--- src/rtl/opc_pkg.sv ---
// Shared types, constants and helpers of the oscillator phase coherence block.
`default_nettype none
package opc_pkg;

	localparam int PHASE_W = 16;
	localparam int TRIG_W  = 15;
	localparam int CNT_W   = 13;
	localparam int SUM_W   = 29;
	localparam int MAG_W   = 28;
	localparam int OUT_W   = 16;
	localparam int POLY_W  = 31;
	localparam int IDX_W   = 8;
	localparam int SQ_W    = 56;

	localparam logic [CNT_W-1:0]  MAX_OSC       = 13'd4096;
	localparam logic [CNT_W-1:0]  OSC_RESET     = 13'd1024;
	localparam logic [CNT_W-1:0]  MODULE_RESET  = 13'd32;
	localparam logic [POLY_W-1:0] POLY_A        = 31'd1686629713;
	localparam logic [POLY_W-1:0] POLY_B        = 31'd688904866;
	localparam logic [POLY_W-1:0] POLY_C        = 31'd76016977;
	localparam logic [POLY_W-1:0] ONE_Q30       = 31'h4000_0000;
	localparam logic [TRIG_W-1:0] TRIG_AMP      = 15'h7fff;
	localparam logic [OUT_W-1:0]  OUT_SAT       = 16'hffff;

	localparam logic [IDX_W-1:0] REG_OSC_COUNT   = 8'd0;
	localparam logic [IDX_W-1:0] REG_MODULE_SIZE = 8'd1;

	typedef struct packed {
		logic signed [SUM_W-1:0] mod_cos;
		logic signed [SUM_W-1:0] mod_sin;
		logic signed [SUM_W-1:0] glob_cos;
		logic signed [SUM_W-1:0] glob_sin;
		logic                    last;
		logic [CNT_W-1:0]        count;
	} opc_entry_t;

	typedef enum logic [1:0] {F_IDLE, F_CALC, F_ACC, F_PUSH} front_state_t;

	typedef enum logic [2:0] {
		B_IDLE, B_SQ_C, B_SQ_S, B_ROOT, B_ACC, B_DIV_INIT, B_DIV, B_OUT
	} back_state_t;

	function automatic logic [CNT_W-1:0] effective(input logic [CNT_W-1:0] v);
		logic [CNT_W-1:0] r;
		r = v;
		if (v == '0) begin
			r = 13'd1;
		end else if (v > MAX_OSC) begin
			r = MAX_OSC;
		end
		return r;
	endfunction

endpackage
`default_nettype wire

--- src/rtl/opc_queue.sv ---
// Two-entry queue of closed modules between front and back end.
`default_nettype none
module opc_queue (
	input  wire logic                clk,
	input  wire logic                arst_n,
	input  wire logic                push,
	input  wire opc_pkg::opc_entry_t push_entry,
	output logic                     full,
	input  wire logic                pop,
	output logic                     not_empty,
	output opc_pkg::opc_entry_t      head
);

	opc_pkg::opc_entry_t slot_q [2];
	logic       wr_q, rd_q;
	logic [1:0] fill_q;

	assign full      = (fill_q == 2'd2);
	assign not_empty = (fill_q != 2'd0);
	assign head      = slot_q[rd_q];

	always_ff @(posedge clk or negedge arst_n) begin
		if (!arst_n) begin
			wr_q   <= 1'b0;
			rd_q   <= 1'b0;
			fill_q <= '0;
		end else begin
			if (push) wr_q <= ~wr_q;
			if (pop) rd_q <= ~rd_q;
			if (push && !pop) fill_q <= fill_q + 2'd1;
			else if (pop && !push) fill_q <= fill_q - 2'd1;
		end
	end

	always_ff @(posedge clk) begin
		if (push) slot_q[wr_q] <= push_entry;
	end

endmodule
`default_nettype wire

--- config.mk ---
export PLATFORM = sky130hd
export DESIGN_NAME = opc_queue
export DESIGN_NICKNAME = d
export VERILOG_FILES = /design/src/rtl/opc_pkg.sv /design/src/rtl/opc_queue.sv
export SDC_FILE = /design/constraint.sdc
export NUM_CORES = 1
export LEC_CHECK = 0
export ABC_AREA = 1
export BUFFER_PORTS_ARGS = -buffer_cell sky130_fd_sc_hd__buf_2
export CORE_UTILIZATION = 56
export DETAILED_ROUTE_END_ITERATION = 8
export GPL_ROUTABILITY_DRIVEN = 0
export HOLD_SLACK_MARGIN = 0.02
export PLACE_DENSITY = 0.84
export SYNTH_ARGS = -nofsm -noshare
export SYNTH_HDL_FRONTEND = slang
export SYNTH_SLANG_ARGS = --single-unit
--- constraint.sdc ---
create_clock -name clk -period 10.1 [get_ports clk]
set_input_delay 0.505 -clock clk [delete_from_list [all_inputs] [get_ports clk]]
set_output_delay 0.505 -clock clk [all_outputs]
set_load 0.05 [all_outputs]
==> metrics.log <==
INFO  metric max_freq = between 0.2 and 0.3 GHz
INFO  metric syn2layout_area_growth = 23.4%
INFO  metric number_of_distinct_library_cells_after_synthesis = 15
INFO  metric setup.worst_path.end_class = output pin
INFO  metric bufs_on_longest_clock_path = 3
INFO  metric power.total = approximately 4200 µW
INFO  metric cts_resized = 0
INFO  metric detailroute.wirelength.met3 = 1440 µm
INFO  metric cpPeakStageDelay = between 1000 and 1500 ps
INFO  metric synth-edff-count = 260
INFO  metric synth_most_common_cell = sky130_fd_sc_hd__edfxtp_1
INFO  metric transition_time_at_the_pin_with_the_least_slew_margin = around 1100 ps
INFO  metric max-cap-violations = 0
INFO  metric post-synth-top-area-cell = sky130_fd_sc_hd__edfxtp_1
INFO  metric floorplan.core_area = 17400 µm²
INFO  metric cts_htree_levels = 1
INFO  metric ports = 266
INFO  metric post_route_non_filler_standard_cell_count = 958
INFO  metric netlist_area = 9960 µm²
INFO  metric post_synth_and_or_nand_nor_area_fraction = 0.414%
INFO  metric worstPathRequired = 9600 ps
INFO  metric first_iter_violations = 210
INFO  metric clock_tree.root_cell = sky130_fd_sc_hd__clkbuf_16
INFO  metric setup_viol = 0
INFO  metric tritoncts = done
INFO  metric via_count_of_the_first_global_routing_pass = 4980
INFO  metric synth.top_cell.area_share = about four fifths
INFO  metric floorplan.die_area = ~18000 µm²
INFO  metric area_share_of_xor_xnor_cells_in_the_synthesized_design = less than 1%
INFO  metric timing.hold.worst.class = input pin to register
INFO  metric criticalPathCategory = register to output pin
INFO  metric timing.max_slew.rel_slack = 24.4%
INFO  metric globalRouteOverflowTotal = 0
INFO  metric routed_wirelength = 17900 µm
INFO  metric status = finished, final reports clean
INFO  metric postLayoutCoreUtil = 70.8%
INFO  metric fp.dieW = 135 µm
INFO  metric drive_above_1_share = 59.8%
INFO  metric critical_path_arrival = between 3000 and 4000 ps
INFO  metric floorplan.rows = between 40 and 50
INFO  metric synthArstFlopShare = around 1.5%
INFO  metric hold_viol = 0
INFO  metric initial_cell_density_of_the_core = 57.4%
INFO  metric setup_ws = 6210 ps
INFO  metric port_buffers = 265
INFO  metric critPathSlowestCell = sky130_fd_sc_hd__dfrtp_4
INFO  metric postSynthNetCount = around 570
INFO  metric dpl_worst_slack = ~6700 ps
INFO  metric drc = 0
INFO  metric detail-route-antenna-nets = 0
INFO  metric global_route.usage.total = 18.8%
INFO  metric synth_top_cells_by_area = sky130_fd_sc_hd__edfxtp_1 78%, sky130_fd_sc_hd__mux2_4 14%, sky130_fd_sc_hd__mux2_2 4.5%
INFO  metric synth-seq-area-share = 79.4%
INFO  metric cts.sinks = 264
INFO  metric setup-tns-final = 0 ps
INFO  metric power_density = 338 nW/µm²
INFO  metric routed-via-count = slightly below 5000
INFO  metric grt_pass1_wl = 26200 µm
INFO  metric synthFlopType = sky130_fd_sc_hd__edfxtp_1
INFO  metric worstSetupStartpointType = register
INFO  metric count_of_tritonroute_iterations_in_the_first_routing_pass = 4
INFO  metric power.ir.vdd_worst = 0.000246 V
INFO  metric yosys_register_bits = 264
INFO  metric share_of_synthesized_area_spent_on_multiplexers = 18.1%
INFO  metric combinational_family_with_the_most_area_after_synthesis = multiplexers
INFO  metric topRoutingLayerUsed = met4
INFO  metric routed_via_density = around 5.1
INFO  metric rsz0062_at_grt = false
INFO  metric post_synth_inst_count = 430
INFO  metric synth.top_cells.by_count = 260 x sky130_fd_sc_hd__edfxtp_1, 90 x sky130_fd_sc_hd__mux2_4, 40 x sky130_fd_sc_hd__mux2_2, 10 x sky130_fd_sc_hd__buf_6, 7 x sky130_fd_sc_hd__inv_1
INFO  metric final_period_minus_worst_setup_slack = between 3000 and 4000 ps
INFO  metric yosysWarningCount = 0
INFO  metric synth-compound-area-share = 0%
INFO  metric drt-wirelength-per-cell = 18.7 µm
INFO  metric tritoncts.num_buffers = 26
INFO  metric worst-path-max-fanout = 66
INFO  metric initial_antenna_violation_count = 1
INFO  metric power_leakage = 0.00493 µW
INFO  metric period_share = 38.6%
INFO  metric cell_by_cell_listing_of_the_critical_path = buf_4 > mux2_2 > buf_2
INFO  metric synth_area_per_cell = around 23 µm²
INFO  metric yosys.area_share.adder = 0.126%
INFO  metric skew = 11.3 ps
INFO  metric numPlacedInstances = 909
INFO  metric detail_route.wirelength.met1 = 7020 µm
INFO  metric die_height = 135 µm
INFO  metric nNetsFinal = 848
INFO  metric timing_max_transition_violations_final = 0
INFO  metric dpl.hpwl = 11800 µm
INFO  metric grt_start_max_net_pins = 68
INFO  metric clock_insertion_delay_worst_skew = 510 ps
INFO  metric wl_met2 = 9240 µm
INFO  metric cts.clk_slew.worst_paths = ~60 ps
## metal layers
metal  vias to the layer above  track usage (%)
met2                       216             33.4
met3                        26             4.68
met4                         0             4.31
met5                         -                0
li1                       2262                -
met1                      2368             23.2
## cell families after synthesis
| group | count (synthesis) |
|---|---|
| xor+xnor | 3 |
| fa+ha+maj | 1 |
| buf+inv | 22 |
| flops | 264 |
| mux | 130 |
| simple gates | 10 |
## per-stage QoR
stage | hold WS, ps | area, µm²
global placement | 319 | 11500
detailed placement | 321 | 11500
CTS | 161 | 12300
global route | 153 | 12300
finish | 181 | 12300
floorplan | 209 | 9960
## cells in the final DEF (no fill, tap or decap)
cell and n:
sky130_fd_sc_hd__mux2_2 40, sky130_fd_sc_hd__bufinv_16 2, sky130_fd_sc_hd__diode_2 1, sky130_fd_sc_hd__edfxtp_1 260, sky130_fd_sc_hd__buf_2 265, sky130_fd_sc_hd__clkbuf_1 4, sky130_fd_sc_hd__mux2_4 90, sky130_fd_sc_hd__buf_4 4
sky130_fd_sc_hd__xnor2_1 1, sky130_fd_sc_hd__dfrtp_1 3, sky130_fd_sc_hd__clkbuf_16 27, sky130_fd_sc_hd__nor2_1 1, sky130_fd_sc_hd__ha_1 1, sky130_fd_sc_hd__clkinv_2 7, sky130_fd_sc_hd__dlygate4sd3_1 1, sky130_fd_sc_hd__clkinv_1 7
sky130_fd_sc_hd__xor2_1 2, sky130_fd_sc_hd__nor2_4 1, sky130_fd_sc_hd__nand2_1 6, sky130_fd_sc_hd__nand4_1 1, sky130_fd_sc_hd__inv_1 6, sky130_fd_sc_hd__nand3_1 1, sky130_fd_sc_hd__inv_4 1, sky130_fd_sc_hd__dfrtp_4 1
## layout make-up
| cell class | count | area, µm² |
|---|---|---|
| antenna | 1 | 2.50 |
| clock buffer | 31 | 691 |
| timing repair buffer | 270 | 1370 |
| tap | 225 | 282 |
| fill | 1085 | 5060 |
| inverter | 7 | 28.8 |
| sequential | 264 | 7910 |
| clock inverter | 16 | 121 |
| multi-input combinational | 144 | 1890 |
## repair_timing
action                                 4_1_cts  5_1_grt
hold buffers                                 1        0
setup buffers                                0        0
endpoints found under the hold margin        4        0
## sequential cells by signal, indices dropped and copies added (netlist names)
signal  count
fill_q      2
slot_q    260
rd_q        1
wr_q        1
## final timing paths
check	start	end	slack, ps	depth (start not counted)
worst max-delay path	rd_q	head[12]	6210	3
worst min-delay path	push_entry[110]	slot_q[0][110]	180	1
worst max register to register	wr_q	slot_q[1][126]	7690	3
worst min register to register	fill_q[1]	fill_q[1]	500	2
max in group asynchronous	arst_n	rd_q	9600	2
min in group asynchronous	arst_n	fill_q[1]	350	2
## power breakdown
| group | internal (µW) | switching (µW) |
|---|---|---|
| combinational | 522 | 1150 |
| clock | 535 | 368 |
| sequential | 1460 | 117 |
| total | 2510 | 1640 |
## critical path, delay by kind of cell (launching register included)
kind / cells / cell delay (ps)
buf+inv: 2 / 1220
mux: 1 / 430
flops: 1 / 1130
Power figures use the tool's default switching activity.
