<file path="config.mk">
export PLATFORM = sky130hd
export DESIGN_NAME = opc_back
export DESIGN_NICKNAME = d
export VERILOG_FILES = /design/src/rtl/opc_pkg.sv /design/src/rtl/opc_back.sv
export SDC_FILE = /design/constraint.sdc
export NUM_CORES = 2
export LEC_CHECK = 0
export BUFFER_PORTS_ARGS = -buffer_cell sky130_fd_sc_hd__buf_2
export CORE_MARGIN = 3
export CORE_UTILIZATION = 57
export DETAILED_ROUTE_END_ITERATION = 16
export GPL_ROUTABILITY_DRIVEN = 0
export GPL_TIMING_DRIVEN = 0
export PLACE_DENSITY = 0.82
export SKIP_LAST_GASP = 1
export SYNTH_ARGS = -nofsm -noshare
export SYNTH_HDL_FRONTEND = slang
export SYNTH_SLANG_ARGS = --single-unit
</file>
<file path="constraint.sdc">
create_clock -name clk -period 16.2 [get_ports clk]
set_input_delay 0.81 -clock clk [delete_from_list [all_inputs] [get_ports clk]]
set_output_delay 0.81 -clock clk [all_outputs]
set_load 0.01 [all_outputs]
</file>
<file path="src/rtl/opc_pkg.sv">
// Shared types, constants and helpers of the oscillator phase coherence block.
`default_nettype none
package opc_pkg;

	localparam int PHASE_W = 16;
	localparam int TRIG_W  = 15;
	localparam int CNT_W   = 13;
	localparam int SUM_W   = 29;
	localparam int MAG_W   = 28;
	localparam int OUT_W   = 16;
	localparam int POLY_W  = 31;
	localparam int IDX_W   = 8;
	localparam int SQ_W    = 56;

	localparam logic [CNT_W-1:0]  MAX_OSC       = 13'd4096;
	localparam logic [CNT_W-1:0]  OSC_RESET     = 13'd1024;
	localparam logic [CNT_W-1:0]  MODULE_RESET  = 13'd32;
	localparam logic [POLY_W-1:0] POLY_A        = 31'd1686629713;
	localparam logic [POLY_W-1:0] POLY_B        = 31'd688904866;
	localparam logic [POLY_W-1:0] POLY_C        = 31'd76016977;
	localparam logic [POLY_W-1:0] ONE_Q30       = 31'h4000_0000;
	localparam logic [TRIG_W-1:0] TRIG_AMP      = 15'h7fff;
	localparam logic [OUT_W-1:0]  OUT_SAT       = 16'hffff;

	localparam logic [IDX_W-1:0] REG_OSC_COUNT   = 8'd0;
	localparam logic [IDX_W-1:0] REG_MODULE_SIZE = 8'd1;

	typedef struct packed {
		logic signed [SUM_W-1:0] mod_cos;
		logic signed [SUM_W-1:0] mod_sin;
		logic signed [SUM_W-1:0] glob_cos;
		logic signed [SUM_W-1:0] glob_sin;
		logic                    last;
		logic [CNT_W-1:0]        count;
	} opc_entry_t;

	typedef enum logic [1:0] {F_IDLE, F_CALC, F_ACC, F_PUSH} front_state_t;

	typedef enum logic [2:0] {
		B_IDLE, B_SQ_C, B_SQ_S, B_ROOT, B_ACC, B_DIV_INIT, B_DIV, B_OUT
	} back_state_t;

	function automatic logic [CNT_W-1:0] effective(input logic [CNT_W-1:0] v);
		logic [CNT_W-1:0] r;
		r = v;
		if (v == '0) begin
			r = 13'd1;
		end else if (v > MAX_OSC) begin
			r = MAX_OSC;
		end
		return r;
	endfunction

endpackage
`default_nettype wire

</file>
<file path="src/rtl/opc_back.sv">
// Back end: module magnitudes, total, and the two Q0.16 divisions.
`default_nettype none
module opc_back (
	input  wire logic                       clk,
	input  wire logic                       arst_n,
	input  wire logic                       q_valid,
	input  wire opc_pkg::opc_entry_t        q_head,
	output logic                            pop,
	output logic                            m_axis_tvalid,
	input  wire logic                       m_axis_tready,
	output logic [2*opc_pkg::OUT_W-1:0]     m_axis_tdata
);

	opc_pkg::back_state_t state_q, state_d;
	logic signed [opc_pkg::SUM_W-1:0] c_q, s_q, gc_q, gs_q;
	logic                       last_q, glob_q, sel_q;
	logic [opc_pkg::CNT_W-1:0]  n_q;
	logic [opc_pkg::SQ_W-1:0]   sq_q, v_q, res_q, bit_q;
	logic [opc_pkg::MAG_W-1:0]  total_q, num_q, rem_q, den_q;
	logic [opc_pkg::OUT_W-1:0]  quo_q, gout_q, mout_q;
	logic [4:0]                 cnt_q;

	logic [opc_pkg::SUM_W-1:0]  abs_v;
	logic [opc_pkg::MAG_W-1:0]  abs_n;
	logic [opc_pkg::SQ_W-1:0]   sq_n, trial;
	logic [opc_pkg::MAG_W:0]    rem2;
	logic [opc_pkg::MAG_W-1:0]  den_n;

	assign pop           = (state_q == opc_pkg::B_IDLE) && q_valid;
	assign m_axis_tvalid = (state_q == opc_pkg::B_OUT);
	assign m_axis_tdata  = {mout_q, gout_q};

	always_comb begin
		abs_v = (state_q == opc_pkg::B_SQ_C) ? c_q : s_q;
		if (abs_v[opc_pkg::SUM_W-1]) abs_v = -abs_v;
		abs_n = abs_v[opc_pkg::MAG_W-1:0];
		sq_n  = abs_n * abs_n;
		trial = res_q + bit_q;
		rem2  = {rem_q, 1'b0};
		den_n = opc_pkg::MAG_W'(n_q) * opc_pkg::MAG_W'(opc_pkg::TRIG_AMP);
	end

	always_comb begin
		state_d = state_q;
		case (state_q)
			opc_pkg::B_IDLE:     if (q_valid) state_d = opc_pkg::B_SQ_C;
			opc_pkg::B_SQ_C:     state_d = opc_pkg::B_SQ_S;
			opc_pkg::B_SQ_S:     state_d = opc_pkg::B_ROOT;
			opc_pkg::B_ROOT:     if (bit_q == '0) state_d = opc_pkg::B_ACC;
			opc_pkg::B_ACC: begin
				if (glob_q) state_d = opc_pkg::B_DIV_INIT;
				else if (last_q) state_d = opc_pkg::B_SQ_C;
				else state_d = opc_pkg::B_IDLE;
			end
			opc_pkg::B_DIV_INIT: state_d = (num_q >= den_n) ?
				(sel_q ? opc_pkg::B_OUT : opc_pkg::B_DIV_INIT) : opc_pkg::B_DIV;
			opc_pkg::B_DIV: begin
				if (cnt_q == 5'd1) state_d = sel_q ? opc_pkg::B_OUT : opc_pkg::B_DIV_INIT;
			end
			opc_pkg::B_OUT:      if (m_axis_tready) state_d = opc_pkg::B_IDLE;
			default:             state_d = opc_pkg::B_IDLE;
		endcase
	end

	always_ff @(posedge clk or negedge arst_n) begin
		if (!arst_n) begin
			state_q <= opc_pkg::B_IDLE;
			total_q <= '0;
			glob_q  <= 1'b0;
			sel_q   <= 1'b0;
		end else begin
			state_q <= state_d;
			case (state_q)
				opc_pkg::B_IDLE: begin
					glob_q <= 1'b0;
					sel_q  <= 1'b0;
				end
				opc_pkg::B_ACC: begin
					if (!glob_q) begin
						total_q <= total_q + res_q[opc_pkg::MAG_W-1:0];
						glob_q  <= last_q;
					end
				end
				opc_pkg::B_DIV_INIT: begin
					if (num_q >= den_n) sel_q <= 1'b1;
				end
				opc_pkg::B_DIV: begin
					if (cnt_q == 5'd1) sel_q <= 1'b1;
				end
				opc_pkg::B_OUT: begin
					if (m_axis_tready) total_q <= '0;
				end
				default: ;
			endcase
		end
	end

	always_ff @(posedge clk) begin
		case (state_q)
			opc_pkg::B_IDLE: begin
				c_q    <= q_head.mod_cos;
				s_q    <= q_head.mod_sin;
				gc_q   <= q_head.glob_cos;
				gs_q   <= q_head.glob_sin;
				last_q <= q_head.last;
				n_q    <= q_head.count;
			end
			opc_pkg::B_SQ_C: sq_q <= sq_n;
			opc_pkg::B_SQ_S: begin
				v_q   <= sq_q + sq_n;
				res_q <= '0;
				bit_q <= opc_pkg::SQ_W'(1) << (opc_pkg::SQ_W - 2);
			end
			opc_pkg::B_ROOT: begin
				if (bit_q != '0) begin
					if (v_q >= trial) begin
						v_q   <= v_q - trial;
						res_q <= (res_q >> 1) + bit_q;
					end else begin
						res_q <= res_q >> 1;
					end
					bit_q <= bit_q >> 2;
				end
			end
			opc_pkg::B_ACC: begin
				c_q   <= gc_q;
				s_q   <= gs_q;
				num_q <= res_q[opc_pkg::MAG_W-1:0];
			end
			opc_pkg::B_DIV_INIT: begin
				den_q <= den_n;
				rem_q <= num_q;
				quo_q <= '0;
				cnt_q <= 5'd16;
				if (num_q >= den_n) begin
					if (sel_q) mout_q <= opc_pkg::OUT_SAT;
					else begin
						gout_q <= opc_pkg::OUT_SAT;
						num_q  <= total_q;
					end
				end
			end
			opc_pkg::B_DIV: begin
				cnt_q <= cnt_q - 5'd1;
				if (rem2 >= {1'b0, den_q}) begin
					rem_q <= opc_pkg::MAG_W'(rem2 - {1'b0, den_q});
					quo_q <= {quo_q[opc_pkg::OUT_W-2:0], 1'b1};
				end else begin
					rem_q <= rem2[opc_pkg::MAG_W-1:0];
					quo_q <= {quo_q[opc_pkg::OUT_W-2:0], 1'b0};
				end
				if (cnt_q == 5'd1) begin
					if (sel_q) begin
						mout_q <= {quo_q[opc_pkg::OUT_W-2:0], rem2 >= {1'b0, den_q}};
					end else begin
						gout_q <= {quo_q[opc_pkg::OUT_W-2:0], rem2 >= {1'b0, den_q}};
						num_q  <= total_q;
					end
				end
			end
			default: ;
		endcase
	end

endmodule
`default_nettype wire

</file>
==> out/qor_table.md <==
| Item | This run | Unit |
|:---|:---|:---|
| Combined global-route utilization of all metal layers | 0.286 | - |
| Fillers | 7611 | - |
| WL final | 149000 | um |
| Result of the run | complete, but fails checks | - |
| Root buffer cell | sky130_fd_sc_hd__clkbuf_16 | - |
| Wire length of the first global-routing pass | 235000 | um |
| Data arrival time of the critical path | 16.07 | ns |
| Most congested layer reported by global routing | met2 | - |
| Combined area of all synthesized cells | 56900 | sq um |
| Ratio of cells with drive above 1 in the final layout | 0.0683 | - |
| Critical setup path kind | register to register | - |
| Die ar. | 104000 | sq um |
| TritonCTS Buffers | 54 | - |
| Async SR Flop Fraction | 0.0668 | - |
| Worst Max-Slew Pin Slew | 1.52 | ns |
| Internal reg-to-reg setup slack | 0.63 | ns |
| Half-perimeter wire length of the detailed placement result | 119000 | um |
| Unique masters post-synth | 87 | - |
| Area growth from synthesis to final layout | 8.14 | % |
| Violations in the final reports | capacitance limit, slew limit | - |
| H-tree levels | 2 | - |
| CP Launch Type | register | - |
| Final Slew Violations | 9 | - |
| Hold_ws | 0.263 | ns |
| Initial DRC count | 4186 | - |
| Timing-limited maximum frequency | 0.0642 | GHz |
| Final hold vios | 0 | - |
| Multi-input logic area | 37700 | sq um |
| Top cells by area in the synthesized netlist | sky130_fd_sc_hd__edfxtp_1 24%, sky130_fd_sc_hd__fa_1 23%, sky130_fd_sc_hd__ha_1 12% | - |
| Met3 Use GR | 0.0702 | - |
| Antenna Nets Post-Route | 0 | - |
| Sequential Area | 14700 | sq um |
| 1st-pass router iterations | 9 | - |
| Number of cells produced by synthesis | 5839 | - |
| Register area share after synthesis | 0.258 | - |
| Met2 Resource Use GR | 0.471 | - |
| Initial antenna violation count | 1 | - |
| Die Y | 322 | um |
| Category of the worst setup path capture point | register | - |
| Setup clock skew after layout | 0.0515 | ns |
| RSZ-0062 raised after global routing | false | - |
| Vias in the first global route | 44900 | - |
| Post-route DRC violation count | 0 | - |
| Req. time, crit path | 16.69 | ns |
| Clock transition at the registers of the reported paths | 0.06 | ns |
| Highest fanout seen on the critical path | 64 | - |
| Maximum number of pins on one net before global-route repair | 65 | - |
| Count of flip-flops with a built-in enable after synthesis | 461 | - |
| Dominant register cell in the synthesized netlist | sky130_fd_sc_hd__edfxtp_1 | - |
| Most frequent cells in the layout | 1058 x sky130_fd_sc_hd__inv_1, 667 x sky130_fd_sc_hd__fa_1, 535 x sky130_fd_sc_hd__ha_1 | - |
| Top cell type's share of synthesized area | 0.243 | - |
| Nets | 7410 | - |
| Worst max-slew margin expressed relative to the limit | -0.0152 | - |
| Final Critical Period | 15.57 | ns |
| Warnings from Yosys | 0 | - |
| Core Rows | 115 | - |
| Max-cap violations | 2 | - |
| Count of buffering cells on the critical path with inverters included | 14 | - |
| Top Ports | 168 | - |
| I/O Buffers | 167 | - |
| Total number of vias | 43700 | - |
| Leftover overflow at the end of global routing | 0 | - |
| Number of clock sinks | 494 | - |
| Class of the tightest hold or removal check | primary input to async pin | - |
| Worst skew pair latency | 0.66 | ns |
| Critical path's top delay family | adder cells | - |
| Effective utilization at floorplan | 0.577 | - |
| Die extent in x | 322 | um |
| Net count after synthesis | 7175 | - |
| Most common cell after layout, fill and taps aside | sky130_fd_sc_hd__inv_1 | - |
| GR Layer Usage met1 | 0.349 | - |
| Buffers from clock root to sink, at most | 3 | - |
| Via-to-Cell Ratio | 5.90 | - |
| Ratio of final minimum period to clock period | 0.961 | - |
| CTS tree | done | - |
| Worst path max stage delay | 1.10 | ns |
| Wirelength per Cell | 20.1 | um |
| Synthesis-stage register bit count | 494 | - |
| Placeable core area | 98700 | sq um |
| Final number of setup-violating endpoints | 0 | - |
| Cell with the largest stage delay on the worst path | sky130_fd_sc_hd__xor2_1 | - |
| Synth Area per Inst | 9.75 | sq um |
| Most area-hungry cell type in the Yosys netlist | sky130_fd_sc_hd__edfxtp_1 | - |
[metrics by stage]
step                TNS [ns]  setup WS [ns]  utilization  instances  instance area [sq um]
floorplan                  0           2.74            -       5839                  56900
global placement      -15.42          -1.55        0.601       7293                  59400
detailed placement    -10.46          -1.25        0.604       7307                  59700
CTS                        0          0.372        0.623       7403                  61500
global route               0         0.0311        0.623       7403                  61500
finish                     0          0.627        0.623       7405                  61500
[state kept, by name, indices dropped and copies added, names as in the netlist]
name     count
rem_q       28
sq_q        55
state_q      3
gs_q        29
glob_q       1
gc_q        29
v_q         56
sel_q        1
cnt_q        5
res_q       56
n_q         13
quo_q       15
mout_q      16
num_q       28
total_q     28
last_q       1
c_q         29
s_q         29
gout_q      16
bit_q       28
den_q       28
[layer usage]
layer  vias to the layer above  part of all wire
met5                         -                 0
met4                         0             0.067
met3                       641              0.10
met2                      2260              0.46
met1                     20900              0.37
li1                      19900                 -
[synthesized netlist by cell type (all sizes together), types with 47 or more instances]
master and instances:
fa 667, clkbuf 144, and2 59, nand2 470, ha 535, o21ai 230
inv 1061, o21bai 47, a21o 141, a21oi 291, edfxtp 461, mux2i 59
xor2 160, nand4 57, nor2 453, mux2 84, nor2b 52, nor3 63
nand3 58, a31oi 54, xnor2 196
[path summary, 6_finish.rpt]
| kind | end | cells past startpoint | startpoint |
|---|---|---|---|
| worst min-delay path | total_q[27]$_DFFE_PN0P_ | 1 | arst_n |
| worst min register to register | total_q[4]$_DFFE_PN0P_ | 2 | total_q[4]$_DFFE_PN0P_ |
| worst max register to register | v_q[54]$_DFFE_PP_ | 53 | state_q[0]$_DFFE_PN0P_ |
| worst max-delay path | v_q[54]$_DFFE_PP_ | 53 | state_q[0]$_DFFE_PN0P_ |
| max in group asynchronous | glob_q$_DFFE_PN0P_ | 1 | arst_n |
| min in group clk | n_q[9]$_DFFE_PN_ | 1 | q_head[9] |
[final cells by class]
cell class | count | share of cell area
Clock buffer | 64 | 0.0227
Buffer | 164 | 0.0106
Antenna cell | 2 | 0.0000813
Timing Repair Buffer | 182 | 0.0177
Inverter | 1069 | 0.0653
Multi-Input combinational cell | 4109 | 0.613
Sequential cell | 494 | 0.238
Tap cell | 1287 | 0.0262
Clock inverter | 34 | 0.00614
[repair_timing]
action	4_1_cts	5_1_grt
resized for setup	10	6
cloned	0	0
setup endpoints to repair	15	9
pin swaps	0	0
hold buffers	0	0
setup buffers	1	0
[cells by family (layout without fill, tap and decap cells)]
| kind of cell | Yosys count | count (layout) | share of synthesized area |
|---|---|---|---|
| AOI/OAI and AO/OA | 1028 | 1028 | 0.116 |
| DFF | 494 | 494 | 0.258 |
| adders and majority gates | 1202 | 1202 | 0.352 |
| buffers and inverters | 1236 | 1513 | 0.0818 |
| other | 0 | 2 | 0 |
| xor gates and xnor gates | 357 | 357 | 0.0552 |
| and+or+nand+nor | 1379 | 1379 | 0.110 |
| muxes | 143 | 143 | 0.0270 |
Power is not shown: default switching activity piles up to over one toggle a cycle in this logic, so the estimate is an artifact.
