[config.mk]
export PLATFORM = sky130hd
export DESIGN_NAME = opc_front
export DESIGN_NICKNAME = d
export VERILOG_FILES = /design/src/rtl/opc_pkg.sv /design/src/rtl/opc_front.sv
export SDC_FILE = /design/constraint.sdc
export NUM_CORES = 2
export LEC_CHECK = 0
export ABC_AREA = 1
export BUFFER_PORTS_ARGS = -buffer_cell sky130_fd_sc_hd__buf_2
export CAP_MARGIN = 25
export CORE_MARGIN = 3
export CORE_UTILIZATION = 70
export DETAILED_ROUTE_END_ITERATION = 10
export PLACE_DENSITY = 0.89
export SKIP_LAST_GASP = 1
export SLEW_MARGIN = 10
export SYNTH_ARGS = -nofsm -noshare
export SYNTH_HDL_FRONTEND = slang
export SYNTH_SLANG_ARGS = --single-unit
export TNS_END_PERCENT = 30
[constraint.sdc]
create_clock -name clk -period 21.5 [get_ports clk]
set_clock_uncertainty 0.2 [all_clocks]
set_input_delay 4.3 -clock clk [delete_from_list [all_inputs] [get_ports clk]]
set_output_delay 4.3 -clock clk [all_outputs]
set_load 0.005 [all_outputs]
[src/rtl/opc_pkg.sv]
// Shared types, constants and helpers of the oscillator phase coherence block.
`default_nettype none
package opc_pkg;

	localparam int PHASE_W = 16;
	localparam int TRIG_W  = 15;
	localparam int CNT_W   = 13;
	localparam int SUM_W   = 29;
	localparam int MAG_W   = 28;
	localparam int OUT_W   = 16;
	localparam int POLY_W  = 31;
	localparam int IDX_W   = 8;
	localparam int SQ_W    = 56;

	localparam logic [CNT_W-1:0]  MAX_OSC       = 13'd4096;
	localparam logic [CNT_W-1:0]  OSC_RESET     = 13'd1024;
	localparam logic [CNT_W-1:0]  MODULE_RESET  = 13'd32;
	localparam logic [POLY_W-1:0] POLY_A        = 31'd1686629713;
	localparam logic [POLY_W-1:0] POLY_B        = 31'd688904866;
	localparam logic [POLY_W-1:0] POLY_C        = 31'd76016977;
	localparam logic [POLY_W-1:0] ONE_Q30       = 31'h4000_0000;
	localparam logic [TRIG_W-1:0] TRIG_AMP      = 15'h7fff;
	localparam logic [OUT_W-1:0]  OUT_SAT       = 16'hffff;

	localparam logic [IDX_W-1:0] REG_OSC_COUNT   = 8'd0;
	localparam logic [IDX_W-1:0] REG_MODULE_SIZE = 8'd1;

	typedef struct packed {
		logic signed [SUM_W-1:0] mod_cos;
		logic signed [SUM_W-1:0] mod_sin;
		logic signed [SUM_W-1:0] glob_cos;
		logic signed [SUM_W-1:0] glob_sin;
		logic                    last;
		logic [CNT_W-1:0]        count;
	} opc_entry_t;

	typedef enum logic [1:0] {F_IDLE, F_CALC, F_ACC, F_PUSH} front_state_t;

	typedef enum logic [2:0] {
		B_IDLE, B_SQ_C, B_SQ_S, B_ROOT, B_ACC, B_DIV_INIT, B_DIV, B_OUT
	} back_state_t;

	function automatic logic [CNT_W-1:0] effective(input logic [CNT_W-1:0] v);
		logic [CNT_W-1:0] r;
		r = v;
		if (v == '0) begin
			r = 13'd1;
		end else if (v > MAX_OSC) begin
			r = MAX_OSC;
		end
		return r;
	endfunction

endpackage
`default_nettype wire

[src/rtl/opc_front.sv]
// Front end: accepts phases, evaluates cosine and sine, keeps the vector sums.
`default_nettype none
module opc_front (
	input  wire logic                        clk,
	input  wire logic                        arst_n,
	input  wire logic                        s_axis_tvalid,
	output logic                             s_axis_tready,
	input  wire logic [opc_pkg::PHASE_W-1:0] s_axis_tdata,
	input  wire logic                        cfg_valid,
	output logic                             cfg_ready,
	input  wire logic [opc_pkg::IDX_W-1:0]   cfg_index,
	input  wire logic [opc_pkg::CNT_W-1:0]   cfg_data,
	output logic                             push,
	output opc_pkg::opc_entry_t              entry,
	input  wire logic                        q_full
);

	opc_pkg::front_state_t state_q, state_d;
	logic [opc_pkg::CNT_W-1:0]  osc_count_q, module_size_q;
	logic [1:0]                 quad_q;
	logic [opc_pkg::POLY_W-1:0] x_q, x2_q, t_q;
	logic [opc_pkg::TRIG_W-1:0] sx_q, sy_q;
	logic [2:0]                 step_q;
	logic [opc_pkg::CNT_W-1:0]  idx_q, pos_q;
	logic signed [opc_pkg::SUM_W-1:0] gc_q, gs_q, mc_q, ms_q;
	opc_pkg::opc_entry_t entry_q;

	logic [opc_pkg::POLY_W-1:0] v, mul_a, mul_b, psh;
	logic [2*opc_pkg::POLY_W-1:0] prod;
	logic [31:0]                rnd_sum, rnd;
	logic [opc_pkg::TRIG_W-1:0] trig;
	logic signed [opc_pkg::TRIG_W:0] cv, sv;
	logic signed [opc_pkg::SUM_W-1:0] gc_n, gs_n, mc_n, ms_n;
	logic [opc_pkg::CNT_W-1:0]  n_eff, m_eff;
	logic                       end_frame, end_mod;

	assign cfg_ready = 1'b1;
	assign s_axis_tready = (state_q == opc_pkg::F_IDLE);
	assign push = (state_q == opc_pkg::F_PUSH) && !q_full;
	assign entry = entry_q;

	always_ff @(posedge clk or negedge arst_n) begin
		if (!arst_n) begin
			osc_count_q   <= opc_pkg::OSC_RESET;
			module_size_q <= opc_pkg::MODULE_RESET;
		end else if (cfg_valid) begin
			if (cfg_index == opc_pkg::REG_OSC_COUNT) begin
				osc_count_q <= cfg_data;
			end else if (cfg_index == opc_pkg::REG_MODULE_SIZE) begin
				module_size_q <= cfg_data;
			end
		end
	end

	// One shared multiplier walks the polynomial: x*x, C term, B term, final x*t.
	always_comb begin
		v = step_q[2] ? (opc_pkg::ONE_Q30 - x_q) : x_q;
		case (step_q[1:0])
			2'd0: begin mul_a = v;    mul_b = v; end
			2'd1: begin mul_a = x2_q; mul_b = opc_pkg::POLY_C; end
			2'd2: begin mul_a = x2_q; mul_b = t_q; end
			default: begin mul_a = v; mul_b = t_q; end
		endcase
		prod    = mul_a * mul_b;
		psh     = prod[60:30];
		rnd_sum = {1'b0, psh} + (32'd1 << (29 - opc_pkg::TRIG_W));
		rnd     = rnd_sum >> (30 - opc_pkg::TRIG_W);
		trig    = (rnd > 32'(opc_pkg::TRIG_AMP)) ? opc_pkg::TRIG_AMP :
			rnd[opc_pkg::TRIG_W-1:0];
	end

	always_comb begin
		case (quad_q)
			2'd0: begin sv = $signed({1'b0, sx_q}); cv = $signed({1'b0, sy_q}); end
			2'd1: begin sv = $signed({1'b0, sy_q}); cv = -$signed({1'b0, sx_q}); end
			2'd2: begin sv = -$signed({1'b0, sx_q}); cv = -$signed({1'b0, sy_q}); end
			default: begin sv = -$signed({1'b0, sy_q}); cv = $signed({1'b0, sx_q}); end
		endcase
		gc_n = gc_q + opc_pkg::SUM_W'(cv);
		gs_n = gs_q + opc_pkg::SUM_W'(sv);
		mc_n = mc_q + opc_pkg::SUM_W'(cv);
		ms_n = ms_q + opc_pkg::SUM_W'(sv);
		n_eff = opc_pkg::effective(osc_count_q);
		m_eff = opc_pkg::effective(module_size_q);
		end_frame = ({1'b0, idx_q} + 14'd1) >= {1'b0, n_eff};
		end_mod   = end_frame || (({1'b0, pos_q} + 14'd1) >= {1'b0, m_eff});
	end

	always_comb begin
		state_d = state_q;
		case (state_q)
			opc_pkg::F_IDLE: if (s_axis_tvalid) state_d = opc_pkg::F_CALC;
			opc_pkg::F_CALC: if (step_q == 3'd7) state_d = opc_pkg::F_ACC;
			opc_pkg::F_ACC:  state_d = end_mod ? opc_pkg::F_PUSH : opc_pkg::F_IDLE;
			opc_pkg::F_PUSH: if (!q_full) state_d = opc_pkg::F_IDLE;
			default:         state_d = opc_pkg::F_IDLE;
		endcase
	end

	always_ff @(posedge clk or negedge arst_n) begin
		if (!arst_n) begin
			state_q <= opc_pkg::F_IDLE;
			step_q  <= '0;
			idx_q   <= '0;
			pos_q   <= '0;
			gc_q    <= '0;
			gs_q    <= '0;
			mc_q    <= '0;
			ms_q    <= '0;
		end else begin
			state_q <= state_d;
			case (state_q)
				opc_pkg::F_IDLE: begin
					step_q <= '0;
				end
				opc_pkg::F_CALC: begin
					step_q <= step_q + 3'd1;
				end
				opc_pkg::F_ACC: begin
					if (end_frame) begin
						idx_q <= '0;
						pos_q <= '0;
						gc_q  <= '0;
						gs_q  <= '0;
						mc_q  <= '0;
						ms_q  <= '0;
					end else begin
						idx_q <= idx_q + 13'd1;
						gc_q  <= gc_n;
						gs_q  <= gs_n;
						if (end_mod) begin
							pos_q <= '0;
							mc_q  <= '0;
							ms_q  <= '0;
						end else begin
							pos_q <= pos_q + 13'd1;
							mc_q  <= mc_n;
							ms_q  <= ms_n;
						end
					end
				end
				default: ;
			endcase
		end
	end

	always_ff @(posedge clk) begin
		if (state_q == opc_pkg::F_IDLE && s_axis_tvalid) begin
			quad_q <= s_axis_tdata[opc_pkg::PHASE_W-1 -: 2];
			x_q    <= {1'b0, s_axis_tdata[opc_pkg::PHASE_W-3:0],
				{(32 - opc_pkg::PHASE_W){1'b0}}};
		end
		if (state_q == opc_pkg::F_CALC) begin
			case (step_q[1:0])
				2'd0: x2_q <= psh;
				2'd1: t_q  <= opc_pkg::POLY_B - psh;
				2'd2: t_q  <= opc_pkg::POLY_A - psh;
				default: begin
					if (step_q[2]) sy_q <= trig;
					else sx_q <= trig;
				end
			endcase
		end
		if (state_q == opc_pkg::F_ACC) begin
			entry_q.mod_cos  <= mc_n;
			entry_q.mod_sin  <= ms_n;
			entry_q.glob_cos <= gc_n;
			entry_q.glob_sin <= gs_n;
			entry_q.last     <= end_frame;
			entry_q.count    <= n_eff;
		end
	end

endmodule
`default_nettype wire

==> flow_summary.yaml <==
clocking:
  postCtsHoldBufs: 0
  htree_levels: 2
  clock_path_buffers: 3
  cts_tree: "done"
  post_cts_buffers: 0
  clk_latency_ps: 610
  cts_inserted_buffers: 42
  clk_pin_slew_ps: 70
  root_buffer: "clkbuf_16"
  cts.sinks: 411
  cts_resized: 0
place:
  hpwl_mm: 154.8
  numPortBuffers: 173
  place_congestion: 1.177
global_route:
  grtUsageMet3_pct: 12.93
  grt_max_degree: 161
  overflow: 0
  grt_pass1_wl_mm: 303.4
  met1_usage_pct: 54.53
  grt_pass1_vias: 52390
  antenna_found_initial: 9
  track_usage_pct: 48.76
  use_met2_pct: 76.20
  busiest_layer: "met2"
logic_synthesis:
  netlist_area_sq_um: 56300
  muxShareOfSynthArea_pct: 0.01778
  synth-simple-area-share_pct: 19.03
  ys_warn_count: 0
  synth_top_family_by_area: "adder cells"
  ys_seq_area_share_pct: 20.39
  synth.distinct_cells: 62
  netlist_instances: 6823
  synth-xor-area-share_pct: 3.065
  synth_fp_nets: 8104
  synth_compound_area_share_pct: 8.005
  syn_area_per_cell_sq_um: 8.252
  synthAdderAreaFrac_pct: 38.72
  ys_ff_latch: 411
sta:
  setup_viol: 0
  timing.slew.headroom_pct: 19.15
  hold_viol: 0
  setup_tns_ps: 0
  fmax_mhz: 75.69
  timing.final.crit_share_pct: 61.45
  rsz0062_at_grt: "no"
  period_needed_ps: 13210
  tightest_slew_ps: 1200
  drv_slew: 0
hold_path:
  hp-class: "reg -> reg"
worst_setup_path:
  cp-startpoint: "step_q[1]"
  worstReg2RegStart: "step_q[1]"
  worst_path_most_repeated_cell: "fa_1"
  cp-end-kind: "register"
  r2r_cells: 38
  cp_num_buf_inv: 11
  worst_ep_required_time_ps: 21600
  crit_cells: 38
  reg2reg_setup_slack_ps: 8290
  rr_endpoint: "t_q[26]"
  cp-endpoint: "t_q[26]"
  path_class: "reg -> reg"
  critPathMaxStageDelay_ps: 930
  path_max_fanout: 22
  cp_top_family: "adder cells"
  critical_path.slowest_cell: "o21ai_0"
  critPathLaunchType: "register"
  cp_data_arrival_time_ps: 13320
routing:
  avgRoutedWirePerCell_microns: 25.19
  routed_wl_mm: 201.5
  drc: 0
  drtPass1Iterations: 9
  via_per_inst: 6.301
  drtIter0Drc: 6129
  num_vias: 50420
  detail-route-antenna-nets: 0
floorplan:
  num_rows: 103
  dieArea_sq_um: 83870
  die_x_microns: 289.6
  coreArea_sq_um: 79390
  initial_core_util_pct: 70.92
  ioPinCount: 175
  die-height_microns: 289.6
layout:
  nFillCells: 5561
  drive_above_1_share_pct: 6.392
  area_delta_synth_final_pct: 6.654
  num-nets-final: 8193
outcome:
  status: "completed"
job:
  cap_violations: 0
[registers in the layout, summed over array words and instances (netlist names), 3 cells and up]
signal         cells
entry            130
t_q               31
x2_q              31
gc_q              29
gs_q              29
mc_q              29
ms_q              29
sx_q              15
sy_q              15
x_q               14
idx_q             13
module_size_q     13
osc_count_q       13
pos_q             13
step_q             3
[worst register-to-register path: cells and delay by family, from the launching register on]
family,cells,cell delay (ps)
fa+ha+maj,10,5090
flops,1,600
compound gates,2,1290
simple gates,15,2980
buf+inv,11,2790
[worst min path at each step]
stage / start / to / slack [ps] / cells past startpoint
CTS: ms_q[25] / ms_q[25] / 300 / 2
global route: mc_q[3] / mc_q[3] / 320 / 2
global placement: module_size_q[12] / module_size_q[12] / 270 / 2
detailed placement: ms_q[25] / ms_q[25] / 280 / 2
finish: mc_q[25] / mc_q[25] / 300 / 2
floorplan: module_size_q[12] / module_size_q[12] / 250 / 2
[per-stage QoR]
step                      cells  util (%)  setup WS, ps  hold slack (ps)  area, sq um
after floorplan            6823         -         11560            253.0        56300
after global placement     7901     73.32          7951            273.4        58210
after detailed placement   7911     73.58          8819            283.3        58410
after CTS                  7989     75.49          8801            302.6        59930
after global routing       7996     75.62          7959            320.0        60030
final                      8002     75.64          8289            300.1        60050
[Yosys cell counts (all sizes together)]
cell type | n | area (sq um)
nand2 | 1692 | 6484
inv | 1377 | 5169
fa | 839 | 16800
nor2 | 550 | 2157
ha | 400 | 5005
o21ai | 286 | 1431
edfxtp | 238 | 7147
a21oi | 233 | 1189
nand3 | 192 | 1003
clkbuf | 188 | 705.7
dfrtp | 171 | 4279
xor2 | 146 | 1279
a22o | 91 | 797.0
nor3 | 71 | 366.6
xnor2 | 51 | 446.7
nand4 | 46 | 300.3
buf | 25 | 132.6
nor4 | 24 | 156.4
o22ai | 24 | 150.1
o21bai | 20 | 165.2
or2 | 19 | 118.9
a31oi | 17 | 106.4
a21o | 14 | 105.1
clkinv | 14 | 52.55
o21a | 13 | 97.59
o211ai | 11 | 82.58
a22oi | 10 | 75.07
o221ai | 10 | 87.58
nand3b | 9 | 67.56
o31ai | 8 | 60.06
a21boi | 7 | 52.55
a211oi | 5 | 37.54
a221oi | 4 | 35.03
and2 | 4 | 25.02
and3 | 4 | 25.02
o2111ai | 3 | 26.28
dfstp | 2 | 52.55
conb | 1 | 3.750
mux2i | 1 | 10.01
nand2b | 1 | 6.260
o311ai | 1 | 8.760
or3 | 1 | 6.260
[logic make-up (layout without fill, tap and decap cells)]
| logic type | count (synthesis) | count (layout) |
|---|---|---|
| AO/OA/AOI/OAI | 757 | 757 |
| XOR/XNOR | 197 | 197 |
| adder cells (fa/ha/maj) | 1239 | 1239 |
| buffers and inverters | 1604 | 1727 |
| flip-flops | 411 | 411 |
| multiplexers | 1 | 1 |
| other | 1 | 7 |
| AND/OR/NAND/NOR | 2613 | 2613 |
[metal layers]
layer	vias to the layer above	share of wire [%]
li1	21240	-
met1	23880	31
met2	3960	45
met3	1341	12
met4	0	12
met5	-	0
[layout by cell type (no fill, tap or decap), types with 42 or more instances in the layout]
| cell type | n |
|---|---|
| xnor2_1 | 51 |
| nand2_1 | 1657 |
| dfrtp_1 | 171 |
| fa_1 | 839 |
| a21oi_1 | 229 |
| buf_2 | 174 |
| inv_1 | 1362 |
| a22o_1 | 91 |
| nand3_1 | 185 |
| xor2_1 | 146 |
| ha_1 | 400 |
| o21ai_0 | 271 |
| nor3_1 | 67 |
| nor2_1 | 528 |
| nand4_1 | 44 |
| buf_4 | 71 |
| edfxtp_1 | 238 |
| clkbuf_16 | 42 |
[area by class of cell]
| type | instances | area [sq um] | area share [%] |
|---|---|---|---|
| Clock inverter | 34 | 441.7 | 0.7355 |
| Timing Repair Buffer | 258 | 1698 | 2.828 |
| Clock buffer | 44 | 1079 | 1.796 |
| Tap cell | 1050 | 1314 | 2.188 |
| Inverter | 1391 | 5224 | 8.699 |
| Antenna cell | 6 | 15.01 | 0.02500 |
| Multi-Input combinational cell | 4808 | 38800 | 64.61 |
| Sequential cell | 411 | 11480 | 19.12 |
Power is left out: the tool's default activity adds up to more than one toggle a clock period on the data nets, which glitch-free logic cannot reach.
